<file path="src/hdl/page_framebuffer_pixel_engine_unit_macros.svh">
// Assertion helpers for the RTL.
`ifndef PAGE_FRAMEBUFFER_PIXEL_ENGINE_UNIT_MACROS_SVH
`define PAGE_FRAMEBUFFER_PIXEL_ENGINE_UNIT_MACROS_SVH

// Same-cycle implication.
`define PFPE_ASSERT_NOW(label, clk, rst_n, ante, cons, msg) \
  label: assert property (@(posedge clk) disable iff (!(rst_n)) (ante) |-> (cons)) \
    else $error(msg);

// Next-cycle implication.
`define PFPE_ASSERT_NEXT(label, clk, rst_n, ante, cons, msg) \
  label: assert property (@(posedge clk) disable iff (!(rst_n)) (ante) |=> (cons)) \
    else $error(msg);

`endif

</file>
<file path="src/hdl/pfpe_pkg.sv">
package pfpe_pkg;

  localparam int MaxWidth   = 128;
  localparam int MaxPages   = 16;
  localparam int StoreDepth = MaxWidth * MaxPages;
  localparam int AddrW      = $clog2(StoreDepth);
  // w (8b) * page (5b) + column (8b)
  localparam int ProdW      = 14;

  localparam logic [7:0] WidthReset  = 8'd128;
  localparam logic [7:0] HeightReset = 8'd64;

  localparam logic [1:0] CFG_PANEL_WIDTH  = 2'd0;
  localparam logic [1:0] CFG_PANEL_HEIGHT = 2'd1;
  localparam logic [1:0] CFG_ROTATION     = 2'd2;

  localparam logic [1:0] ROT_0   = 2'd0;
  localparam logic [1:0] ROT_90  = 2'd1;
  localparam logic [1:0] ROT_180 = 2'd2;
  localparam logic [1:0] ROT_270 = 2'd3;

  typedef enum logic [1:0] {
    OP_PLOT  = 2'd0,
    OP_READ  = 2'd1,
    OP_CLEAR = 2'd2,
    OP_NOP   = 2'd3
  } op_e;

  typedef enum logic [1:0] {
    COL_CLEAR  = 2'd0,
    COL_SET    = 2'd1,
    COL_TOGGLE = 2'd2,
    COL_KEEP   = 2'd3
  } color_e;

  typedef struct packed {
    logic load_in;
    logic map_en;
    logic addr_en;
    logic mem_rd;
    logic mem_wr;
    logic clr_step;
    logic load_out;
  } cmd_t;

  typedef struct packed {
    op_e  op;
    logic clr_last;
  } sts_t;

endpackage

</file>
<file path="src/hdl/pfpe_ctrl.sv">
module pfpe_ctrl import pfpe_pkg::*; (
  input  logic clk_i,
  input  logic rst_ni,
  input  logic in_valid_i,
  output logic in_ready_o,
  output logic out_valid_o,
  input  logic out_ready_i,
  input  sts_t sts_i,
  output cmd_t cmd_o
);

  typedef enum logic [6:0] {
    S_IDLE = 7'b0000001,
    S_MAP  = 7'b0000010,
    S_ADDR = 7'b0000100,
    S_READ = 7'b0001000,
    S_MOD  = 7'b0010000,
    S_CLR  = 7'b0100000,
    S_RESP = 7'b1000000
  } state_e;

  state_e state_q, state_d;
  logic   out_valid_q, out_valid_d;
  logic   out_free;

  assign out_free = !out_valid_q || out_ready_i;

  always_comb begin
    state_d = state_q;
    cmd_o   = '0;
    unique case (state_q)
      S_IDLE: begin
        if (in_valid_i) begin
          cmd_o.load_in = 1'b1;
          state_d       = S_MAP;
        end
      end
      S_MAP: begin
        if (sts_i.op == OP_CLEAR) begin
          state_d = S_CLR;
        end else begin
          cmd_o.map_en = 1'b1;
          state_d      = S_ADDR;
        end
      end
      S_ADDR: begin
        cmd_o.addr_en = 1'b1;
        state_d       = S_READ;
      end
      S_READ: begin
        cmd_o.mem_rd = 1'b1;
        state_d      = S_MOD;
      end
      S_MOD: begin
        cmd_o.mem_wr = 1'b1;
        state_d      = S_RESP;
      end
      S_CLR: begin
        cmd_o.clr_step = 1'b1;
        if (sts_i.clr_last) begin
          state_d = S_RESP;
        end
      end
      S_RESP: begin
        if (out_free) begin
          cmd_o.load_out = 1'b1;
          state_d        = S_IDLE;
        end
      end
      default: state_d = S_IDLE;
    endcase
  end

  always_comb begin
    out_valid_d = out_valid_q;
    if (out_valid_q && out_ready_i) begin
      out_valid_d = 1'b0;
    end
    if (cmd_o.load_out) begin
      out_valid_d = 1'b1;
    end
  end

  always_ff @(posedge clk_i or negedge rst_ni) begin
    if (!rst_ni) begin
      state_q     <= S_IDLE;
      out_valid_q <= 1'b0;
    end else begin
      state_q     <= state_d;
      out_valid_q <= out_valid_d;
    end
  end

  assign in_ready_o  = (state_q == S_IDLE);
  assign out_valid_o = out_valid_q;

endmodule

</file>
<file path="config.mk">
export PLATFORM = sky130hd
export DESIGN_NAME = pfpe_ctrl
export DESIGN_NICKNAME = d
export VERILOG_FILES = /design/src/hdl/page_framebuffer_pixel_engine_unit_macros.svh /design/src/hdl/pfpe_pkg.sv /design/src/hdl/pfpe_ctrl.sv
export SDC_FILE = /design/constraint.sdc
export NUM_CORES = 1
export LEC_CHECK = 0
export ABC_AREA = 0
export BUFFER_PORTS_ARGS = -buffer_cell sky130_fd_sc_hd__buf_2
export CELL_PAD_IN_SITES_DETAIL_PLACEMENT = 2
export CELL_PAD_IN_SITES_GLOBAL_PLACEMENT = 2
export CORE_MARGIN = 2
export CORE_UTILIZATION = 28
export DETAILED_ROUTE_END_ITERATION = 8
export PLACE_DENSITY = 0.73
export SLEW_MARGIN = 15
export SYNTH_ARGS = -nofsm -noshare
export SYNTH_HDL_FRONTEND = slang
export SYNTH_SLANG_ARGS = --single-unit
</file>
<file path="constraint.sdc">
create_clock -name clk_i -period 1.36 [get_ports clk_i]
set_input_delay 0 -clock clk_i [delete_from_list [all_inputs] [get_ports clk_i]]
set_output_delay 0 -clock clk_i [all_outputs]
set_load 0.01 [all_outputs]
</file>
==> flow_metrics.py, run 1 <==
metrics = {
    "status": {
        "status": "finished with violations",
        "violations": "setup timing",
    },
    "routing": {
        "num_vias": 495,
        "wl_met1_um": 666,
        "ant_nets": 0,
        "wl_per_cell_um": 14.63,
        "firstDrtPassIters": 1,
        "vias_per_cell": 4.626,
        "highest_layer": "met3",
        "drt-initial-drc-count": 0,
        "wl_met3_um": 51,
        "met2WireLength_um": 847,
        "drc_errors": 0,
        "routed_wl_mm": 1.565,
    },
    "setup_path": {
        "critical_path.top_delay_family": "simple AND/OR/NAND/NOR gates",
        "r2r_slack_ns": -0.04,
        "reg2reg_depth": 5,
        "cp-end-kind": "output port",
        "cp_max_fo": 4,
        "max_stage_delay_ns": 0.43,
        "path_cells": "nor3_4 -> and4b_1 -> and2_1 -> buf_2",
        "r2r-start": "state_q[5]$_DFFE_PN0P_",
        "critPathBufInv": 1,
        "critPathRequiredTime_ns": 1.36,
        "critPathLaunch": "state_q[5]$_DFFE_PN0P_",
        "crit_type": "register to output port",
        "crit_path_top_delay_cell": "dfrtp_2",
        "critPathArrivalTime_ns": 1.51,
        "start_kind": "register",
        "rr_endpoint": "state_q[5]$_DFFE_PN0P_",
    },
    "finish": {
        "fin_nets": 90,
        "syn_to_final_growth_pct": 59.11,
        "final_util_pct": 47.33,
        "multi_input_area_um2": 329.1,
        "nFillCells": 189,
        "drive_above_1_share_pct": 56.10,
        "n_antenna_cell": 0,
        "ff_latch_area_um2": 206.4,
    },
    "power": {
        "p_sw_uw": 394.0,
        "swShare_pct": 37.38,
        "clkPwrFrac_pct": 18.2,
        "p_int_uw": 660.0,
        "comb_power_share_pct": 47.6,
        "p_leak_uw": 0.0003696,
        "p_per_area_mw_per_mm2": 1304,
        "pwr-share-seq_pct": 34.2,
        "vdd_drop_max_mv": 0.5630,
    },
    "floorplan": {
        "dieWidth_um": 46.60,
        "coreArea_mm2": 0.001708,
        "die_area_mm2": 0.002171,
        "start_util_pct": 29.74,
        "ios": 16,
        "die-height_um": 46.60,
        "row_count": 15,
    },
    "sta": {
        "fin_crit_sh_pct": 111.0,
        "fin_skew_ns": 0.01030,
        "setup_viol": 8,
        "clock.fmax_ghz": 0.6623,
        "rsz0062_at_grt": "true",
        "post-route-min-period_ns": 1.510,
        "hold_viol": 0,
        "worstMarginPinSlew_ns": 0.2903,
        "slew_headroom_pct": 80.50,
        "fin_ws_ns": -0.1498,
        "finalMaxSlewViolations": 0,
    },
    "clock_tree": {
        "clock_latency_ns": 0.25,
        "clkSlewWorstSetupHoldPaths_ns": 0.06,
        "root_buffer": "clkbuf_4",
        "cts_sinks": 8,
        "cts_htree_levels": 1,
        "clockBufferDepth": 2,
        "cts_made_buffers": 3,
        "cts_tree": "done",
    },
    "yosys": {
        "netlist_instances": 53,
        "yosys.area.top_type_share_pct": 34.48,
        "avgSynthCellArea_um2": 9.585,
        "synth-seq-cells": 8,
        "async_reset_ff_share_pct": 100.0,
        "yosysSeqAreaShare_pct": 39.66,
        "synth-edff-count": 0,
        "ys_types": 28,
        "synthesis.nets": 60,
        "yosysTopAreaCell": "dfrtp_1",
        "ys.flop_type": "dfrtp_1",
        "synth_most_common_cell": "dfrtp_1",
        "synth.area.top_cells": "dfrtp_1 (34%), nor3b_1 (5.9%), dfstp_2 (5.2%)",
        "synth_warnings": 0,
        "yosys-top-cells-count": "dfrtp_1 (7), nor2_1 (4), nor3b_1 (4), o21ai_0 (4)",
        "synth_area_um2": 508.0,
    },
    "global_route": {
        "antenna_found_initial": 0,
        "grt_use_total_pct": 16.27,
        "gr-total-overflow": 0,
        "grt_pass1_wl_mm": 2.449,
        "grt_max_degree": 9,
        "grt_pass1_vias": 521,
    },
    "job": {
        "maxCapViolCount": 0,
    },
    "min_path": {
        "min_path_cells": 3,
        "min-delay-start": "out_ready_i",
        "min_path_type": "input pin to register",
        "hold_end": "out_valid_o$_DFFE_PN0P_",
    },
    "placement": {
        "pre_cts_ws_ns": 0.09683,
        "hpwl_um": 969.3,
        "gp_congestion": 0.6482,
        "io_buffers": 15,
    },
}
state kept, by name, indices dropped and copies added, names as in the netlist:
name	cells
out_valid_o	1
state_q	7
area by class of cell:
cell class / instances / share of cell area, %
Clock buffer: 4 / 3.251
Tap cell: 25 / 3.870
Timing Repair Buffer: 29 / 25.23
Inverter: 3 / 1.393
Multi-Input combinational cell: 38 / 40.71
Sequential cell: 8 / 25.54
cells by family after synthesis:
family | count (synthesis) | share of synthesized area (%)
AOI/OAI and AO/OA | 10 | 13.06
buffers and inverters | 7 | 8.372
DFF | 8 | 39.66
and+or+nand+nor | 26 | 35.47
xor gates and xnor gates | 2 | 3.449
cells in the final DEF (no fill, tap or decap), types with 2 or more instances in the layout:
master and instances:
a21oi_2 2, and2_1 2, buf_2 15, buf_4 6
buf_6 3, clkbuf_4 3, dfrtp_1 3, dfrtp_2 4
dlygate4sd3_1 5, inv_1 3, nand2_2 2, nand3_1 3
nor2_1 3, nor2_4 2, nor3b_1 2, nor3b_2 2
o21ai_0 3
worst max-delay path by stage:
stage                                        end  cells past startpoint
after detailed placement  state_q[5]$_DFFE_PN0P_                      3
after CTS                               cmd_o[6]                      4
after global routing                    cmd_o[6]                      4
after floorplan           state_q[1]$_DFFE_PN0P_                      3
after global placement                  cmd_o[3]                      4
final                                   cmd_o[6]                      4
tightest hold or removal path: stages:
cell      delay [ns]
buf_2           0.08
nor2b_1         0.06
nand2b_1        0.14
per-layer routing:
metal | vias up | GRT usage [%]
li1 | 242 | -
met5 | - | 0
met1 | 243 | 20.57
met2 | 10 | 27.22
met3 | 0 | 5.882
met4 | 0 | 1.714
stage by stage:
stage / hold WS, ns / cells / total power [uW] / area, um^2 / TNS [ns]
global placement: -0.1476 / 91 / 664.7 / 598.1 / 0
floorplan: -0.2956 / 53 / 563.2 / 508.0 / 0
global route: 0.07871 / 107 / 1128 / 808.3 / -1.282
finish: 0.06733 / 107 / 1054 / 808.3 / -0.5576
CTS: 0.06046 / 104 / 986.5 / 757.0 / -0.4403
detailed placement: -0.1461 / 91 / 673.2 / 598.1 / 0
power groups by stage:
stage               registers [uW]  clock network (uW)  logic, uW
finish                         360                 192        501
global route                   365                 216        547
CTS                            350                 205        432
detailed placement             343                   0        331
global placement               341                   0        324
floorplan                      327                   0        237
timing repair:
item / 4_1_cts / 5_1_grt
resized for setup: 13 / 8
pin swaps: 6 / 2
endpoints found under the setup margin: 8 / 11
buffers inserted: 4 / 3
hold buffers: 5 / 0
hold endpoints to repair: 11 / 0
No activity file was read; power rests on OpenSTA's default activity.
==> run 2, diff against run 1 <==
--- a/config.mk
+++ b/config.mk
@@ -9,3 +9,3 @@
 export BUFFER_PORTS_ARGS = -buffer_cell sky130_fd_sc_hd__buf_2
-export CELL_PAD_IN_SITES_DETAIL_PLACEMENT = 2
+export CELL_PAD_IN_SITES_DETAIL_PLACEMENT = 1
 export CELL_PAD_IN_SITES_GLOBAL_PLACEMENT = 2
@@ -15,2 +15,3 @@
 export PLACE_DENSITY = 0.73
+export RECOVER_POWER = 100
 export SLEW_MARGIN = 15
==> constraint.sdc (replaced) <==
create_clock -name clk_i -period 1.36 [get_ports clk_i]
set_input_delay 0.272 -clock clk_i [delete_from_list [all_inputs] [get_ports clk_i]]
set_output_delay 0.272 -clock clk_i [all_outputs]
set_load 0.01 [all_outputs]
==> run 2 against run 1 <==
  * The flow still finishes with violations (setup timing)
  * Power up 12%
  * Wire length down 12%
  * Critical path depth stayed put
  * Final cell count grew 5.6%
  * First-iteration DRC count rose by 1
  * Sequential cell count unchanged
  * Sequential power shrank 2%
  * Global-route usage decreased by 1.0 points
  * Via count is 4.6% higher
==> flow_metrics.py, run 2 (same netlist as run 1, synthesis figures left out) <==
metrics = {
    "status": {
        "status": "finished with violations",
        "violations": "setup timing",
    },
    "sta": {
        "hold_viol": 0,
        "finalMaxSlewViolations": 0,
        "setup_viol": 8,
        "fin_ws_ns": -0.3774,
        "fin_crit_sh_pct": 127.7,
        "clock.fmax_ghz": 0.5756,
        "rsz0062_at_grt": "true",
        "slew_headroom_pct": 71.49,
        "whs_ns": 0.2367,
        "setup_tns_ns": -2.500,
        "worstMarginPinSlew_ns": 0.4276,
        "post-route-min-period_ns": 1.737,
        "fin_skew_ns": 0.01810,
    },
    "floorplan": {
        "die-height_um": 46.60,
        "row_count": 15,
        "die_area_mm2": 0.002171,
        "start_util_pct": 29.74,
        "ios": 16,
        "dieWidth_um": 46.60,
        "coreArea_mm2": 0.001708,
    },
    "job": {
        "maxCapViolCount": 0,
    },
    "routing": {
        "drt-initial-drc-count": 1,
        "firstDrtPassIters": 2,
        "vias_per_cell": 4.584,
        "drc_errors": 0,
        "num_vias": 518,
        "wl_per_cell_um": 12.13,
        "ant_nets": 0,
        "routed_wl_mm": 1.371,
    },
    "finish": {
        "largest_reg_flops": 7,
        "n_antenna_cell": 0,
        "drive_above_1_share_pct": 59.09,
        "ff_latch_area_um2": 205.2,
        "top_register": "state_q",
        "multi_input_area_um2": 337.8,
        "final_common_cell": "buf_4",
        "nFillCells": 200,
        "final_cell_mix": "buf_4 (15), buf_2 (11), buf_6 (5)",
        "syn_to_final_growth_pct": 68.72,
        "fin_area_um2": 857.1,
        "fin_nets": 96,
    },
    "placement": {
        "io_buffers": 15,
        "gp_congestion": 0.7360,
        "pre_cts_ws_ns": -0.1181,
        "hpwl_mm": 1.080,
        "placed_area_um2": 718.2,
    },
    "clock_tree": {
        "clock_latency_ns": 0.26,
        "cts_htree_levels": 1,
        "root_buffer": "clkbuf_4",
        "cts_tree": "done",
        "cts_sinks": 8,
        "clockBufferDepth": 2,
        "cts_made_buffers": 3,
        "clkSlewWorstSetupHoldPaths_ns": 0.07,
    },
    "global_route": {
        "antenna_found_initial": 0,
        "grt_use_total_pct": 15.22,
        "grt_pass1_vias": 489,
        "gr-total-overflow": 0,
        "grt_pass1_wl_mm": 2.242,
        "grt_max_degree": 9,
    },
    "power": {
        "p_per_area_mw_per_mm2": 1376,
        "p_leak_uw": 0.0003966,
        "vdd_drop_max_mv": 0.8131,
        "total_power_uw": 1179,
    },
    "min_path": {
        "min_path_cells": 2,
        "min_path_type": "input pin to register",
        "min-delay-start": "sts_i[2]",
    },
    "setup_path": {
        "critPathLaunch": "state_q[4]$_DFFE_PN0P_",
        "critPathRequiredTime_ns": 1.09,
        "r2r-start": "state_q[4]$_DFFE_PN0P_",
        "critPathArrivalTime_ns": 1.47,
        "reg2reg_depth": 5,
        "start_kind": "register",
        "cp-end-kind": "output port",
        "crit_type": "register to output port",
        "cp_max_fo": 4,
    },
}
==> run 2: cell count changes in the layout (fill, tap and decap cells not counted), moves of 2 or more <==
cell and change:
clkbuf_1 +3, buf_6 +2, buf_4 +9, nor3b_1 -2
nor2_4 -2, buf_2 -4, nand2_2 -2, dlygate4sd3_1 -4
==> run 2: where the power goes <==
group          total [uW]  internal [uW]  switching (uW)
combinational         630            361             269
sequential            352            288            64.4
clock                 196            112            84.2
total                1180            761             418
==> run 2: cell type report <==
| class | count | area share [%] |
|---|---|---|
| well taps | 25 | 3.650 |
| inverters | 3 | 1.314 |
| multi-input cells | 38 | 39.42 |
| clock buffers | 4 | 3.066 |
| repair buffers | 35 | 28.61 |
| flip-flops and latches | 8 | 23.94 |
==> run 2: what timing repair did <==
item / 4_1_cts / 5_1_grt
buffers inserted: 4 / 1
hold buffers: 1 / 0
pin swaps: 9 / 5
hold endpoints to repair: 7 / 0
setup endpoints to repair: 9 / 13
gates resized for setup: 10 / 9
==> run 2: routing by layer <==
metal / track usage, % / share of wire [%]
met1: 21.10 / 43
met2: 23.89 / 51
met3: 4.706 / 5.4
met4: 1.714 / 0
met5: 0 / 0
==> run 2: metrics by stage <==
step                util, %  std cells
finish                50.18        113
global route          50.18        113
CTS                   48.50        113
detailed placement    42.05        104
global placement      42.05        104
floorplan                 -         53
==> run 2: path summary, 6_finish.rpt <==
check | endpoint | slack (ns)
max | cmd_o[6] | -0.38
min | state_q[2]$_DFFE_PN0P_ | 0.24
max reg2reg | state_q[5]$_DFFE_PN0P_ | 0.01
min reg2reg | state_q[3]$_DFFE_PN0P_ | 0.64
max in group asynchronous | state_q[0]$_DFFE_PN1P_ | 0.55
min in group asynchronous | out_valid_o$_DFFE_PN0P_ | 0.46
==> run 2: critical path, cell delays in order, from the launching register on <==
cell,delay (ns)
dfrtp_1,0.41
nor3_4,0.26
and4b_2,0.29
and2_4,0.15
buf_6,0.09
==> run 3, diff against run 2 <==
PLACE_DENSITY = not set   (was 0.73)
PLACE_DENSITY_LB_ADDON = 0.08   (was not set)
==> run 3 against run 2 <==
  * The flow still finishes with violations (setup timing)
  * Wire length shrank 11%
  * Power shrank 8.9%
  * Sequential share of layout area grew 2.4 points
  * Final cell count shrank 7.1%
  * Fmax grew 0.92%
  * Die area is the same
  * Utilization shrank 4.9 points
  * Non-clock buffer count shrank 8
  * Global-route usage shrank 2.2 points
  * Hold slack lost 0.0096 ns
  * Sequential cell count is the same
  * Critical endpoint unchanged
  * Largest cell class unchanged
==> flow_metrics.py, run 3 (same netlist as run 1, synthesis figures left out) <==
metrics = {
    "setup_path": {
        "critPathBufInv": 1,
        "crit_type": "register to output port",
        "critPathRequiredTime_ns": 1.09,
        "path_cells": "nor3_4 -> and4b_2 -> and2_4 -> buf_6",
        "crit_path_top_delay_cell": "dfrtp_1",
        "critical_path.top_delay_family": "simple AND/OR/NAND/NOR gates",
        "cp_max_fo": 4,
        "max_stage_delay_ns": 0.40,
        "cp-end-kind": "output port",
        "start_kind": "register",
        "r2r_slack_ns": 0.01,
        "critPathArrivalTime_ns": 1.45,
    },
    "finish": {
        "final_common_cell": "buf_2",
        "drive_above_1_share_pct": 57.50,
        "n_antenna_cell": 0,
        "layout.cells.non_filler": 105,
        "final_cell_mix": "buf_2 (11), buf_4 (10), dfrtp_1 (5), nor3b_2 (4), o21ai_0 (4)",
        "largest_reg_flops": 7,
        "fin_nets": 88,
        "top_register": "state_q",
        "syn_to_final_growth_pct": 52.22,
    },
    "clock_tree": {
        "root_buffer": "clkbuf_4",
        "clkSlewWorstSetupHoldPaths_ns": 0.06,
        "cts_sinks": 8,
        "cts_made_buffers": 3,
        "clockBufferDepth": 2,
        "cts_htree_levels": 1,
        "clock_latency_ns": 0.25,
        "cts_tree": "done",
    },
    "sta": {
        "setup_viol": 8,
        "fin_crit_sh_pct": 126.6,
        "hold_viol": 0,
        "worstMarginPinSlew_ns": 0.4123,
        "rsz0062_at_grt": "true",
        "fin_skew_ns": 0.003493,
        "clock.fmax_ghz": 0.5809,
        "setup_tns_ns": -2.192,
        "fin_ws_ns": -0.3615,
        "post-route-min-period_ns": 1.722,
        "finalMaxSlewViolations": 0,
        "slew_headroom_pct": 72.51,
    },
    "floorplan": {
        "coreArea_mm2": 0.001708,
        "ios": 16,
        "row_count": 15,
        "die_area_mm2": 0.002171,
        "dieWidth_um": 46.60,
        "start_util_pct": 29.74,
        "die-height_um": 46.60,
    },
    "power": {
        "vdd_drop_max_mv": 0.4707,
        "p_leak_uw": 0.0003566,
        "total_power_uw": 1075,
        "p_per_area_mw_per_mm2": 1390,
    },
    "status": {
        "violations": "setup timing",
        "status": "finished with violations",
    },
    "global_route": {
        "gr-total-overflow": 0,
        "antenna_found_initial": 0,
        "grt_use_total_pct": 13.03,
        "grt_pass1_vias": 446,
        "grt_pass1_wl_mm": 1.938,
        "grt_max_degree": 9,
    },
    "job": {
        "maxCapViolCount": 0,
    },
    "min_path": {
        "min_path_type": "input pin to register",
    },
    "placement": {
        "place_inst": 97,
        "hpwl_um": 978.9,
        "gp_congestion": 0.7395,
        "io_buffers": 15,
    },
    "routing": {
        "wl_per_cell_um": 11.67,
        "routed_wl_mm": 1.225,
        "ant_nets": 0,
        "num_vias": 481,
        "drt-initial-drc-count": 1,
        "drc_errors": 0,
        "vias_per_cell": 4.581,
        "firstDrtPassIters": 2,
    },
}
==> run 3: cell types whose count changed in the layout (fill, tap and decap cells not counted), moves of 2 or more <==
| cell | previous run | this run |
|---|---|---|
| nand2_2 | 0 | 2 |
| buf_6 | 5 | 3 |
| buf_4 | 15 | 10 |
| a21oi_2 | 2 | 0 |
| a21oi_1 | 1 | 3 |
==> run 3: through the flow <==
step / setup WS [ns] / utilization, % / hold slack [ns] / cell area [um^2]
global route: -0.4400 / 45.27 / 0.2089 / 773.2
CTS: -0.3495 / 42.86 / 0.2159 / 732.0
detailed placement: -0.07649 / 38.97 / 0.1207 / 665.6
floorplan: -0.03759 / - / -0.02359 / 530.5
finish: -0.3615 / 45.27 / 0.2272 / 773.2
global placement: -0.05520 / 38.97 / 0.1205 / 665.6
==> run 3: worst paths after layout <==
| kind | startpoint | end | cells after the start |
|---|---|---|---|
| setup / recovery | state_q[5]$_DFFE_PN0P_ | cmd_o[6] | 4 |
| hold / removal | sts_i[2] | state_q[2]$_DFFE_PN0P_ | 2 |
| setup reg to reg | state_q[2]$_DFFE_PN0P_ | state_q[5]$_DFFE_PN0P_ | 4 |
| hold reg to reg | state_q[3]$_DFFE_PN0P_ | out_valid_o$_DFFE_PN0P_ | 3 |
| max in group asynchronous | rst_ni | state_q[0]$_DFFE_PN1P_ | 2 |
| min in group asynchronous | rst_ni | state_q[5]$_DFFE_PN0P_ | 2 |
==> run 3: power by group <==
group          internal (uW)  switching, uW  total [uW]
logic                    303            236         539
registers                286           61.4         347
clock network            112           76.8         189
total                    701            374        1070
==> run 3: area by class of cell <==
class,instances,area [um^2]
Fill cell,211,934.6
Sequential cell,8,203.9
Timing Repair Buffer,27,181.4
Multi-Input combinational cell,38,319.1
Tap cell,25,31.28
Clock buffer,4,26.28
Inverter,3,11.26
==> run 3: worst reg2reg max path, delay by kind of cell, from the launching register on <==
family	cells	cell delay, ns
simple gates	2	0.53
buf+inv	1	0.16
flops	1	0.44
compound gates	1	0.12
==> run 3: timing repair <==
action | CTS | global route
resized for setup | 4 | 9
setup buffers | 2 | 1
setup endpoints to repair | 8 | 12
hold endpoints to repair | 7 | 0
pin swaps | 4 | 7
hold buffers | 1 | 0
==> run 3: metal layers <==
| metal | global-route usage, % | wire, um | up-vias |
|---|---|---|---|
| li1 | - | - | 238 |
| met1 | 16.75 | 543 | 234 |
| met2 | 20.56 | 638 | 9 |
| met3 | 4.706 | 42 | 0 |
| met4 | 3.429 | 0 | 0 |
| met5 | 0 | 0 | - |
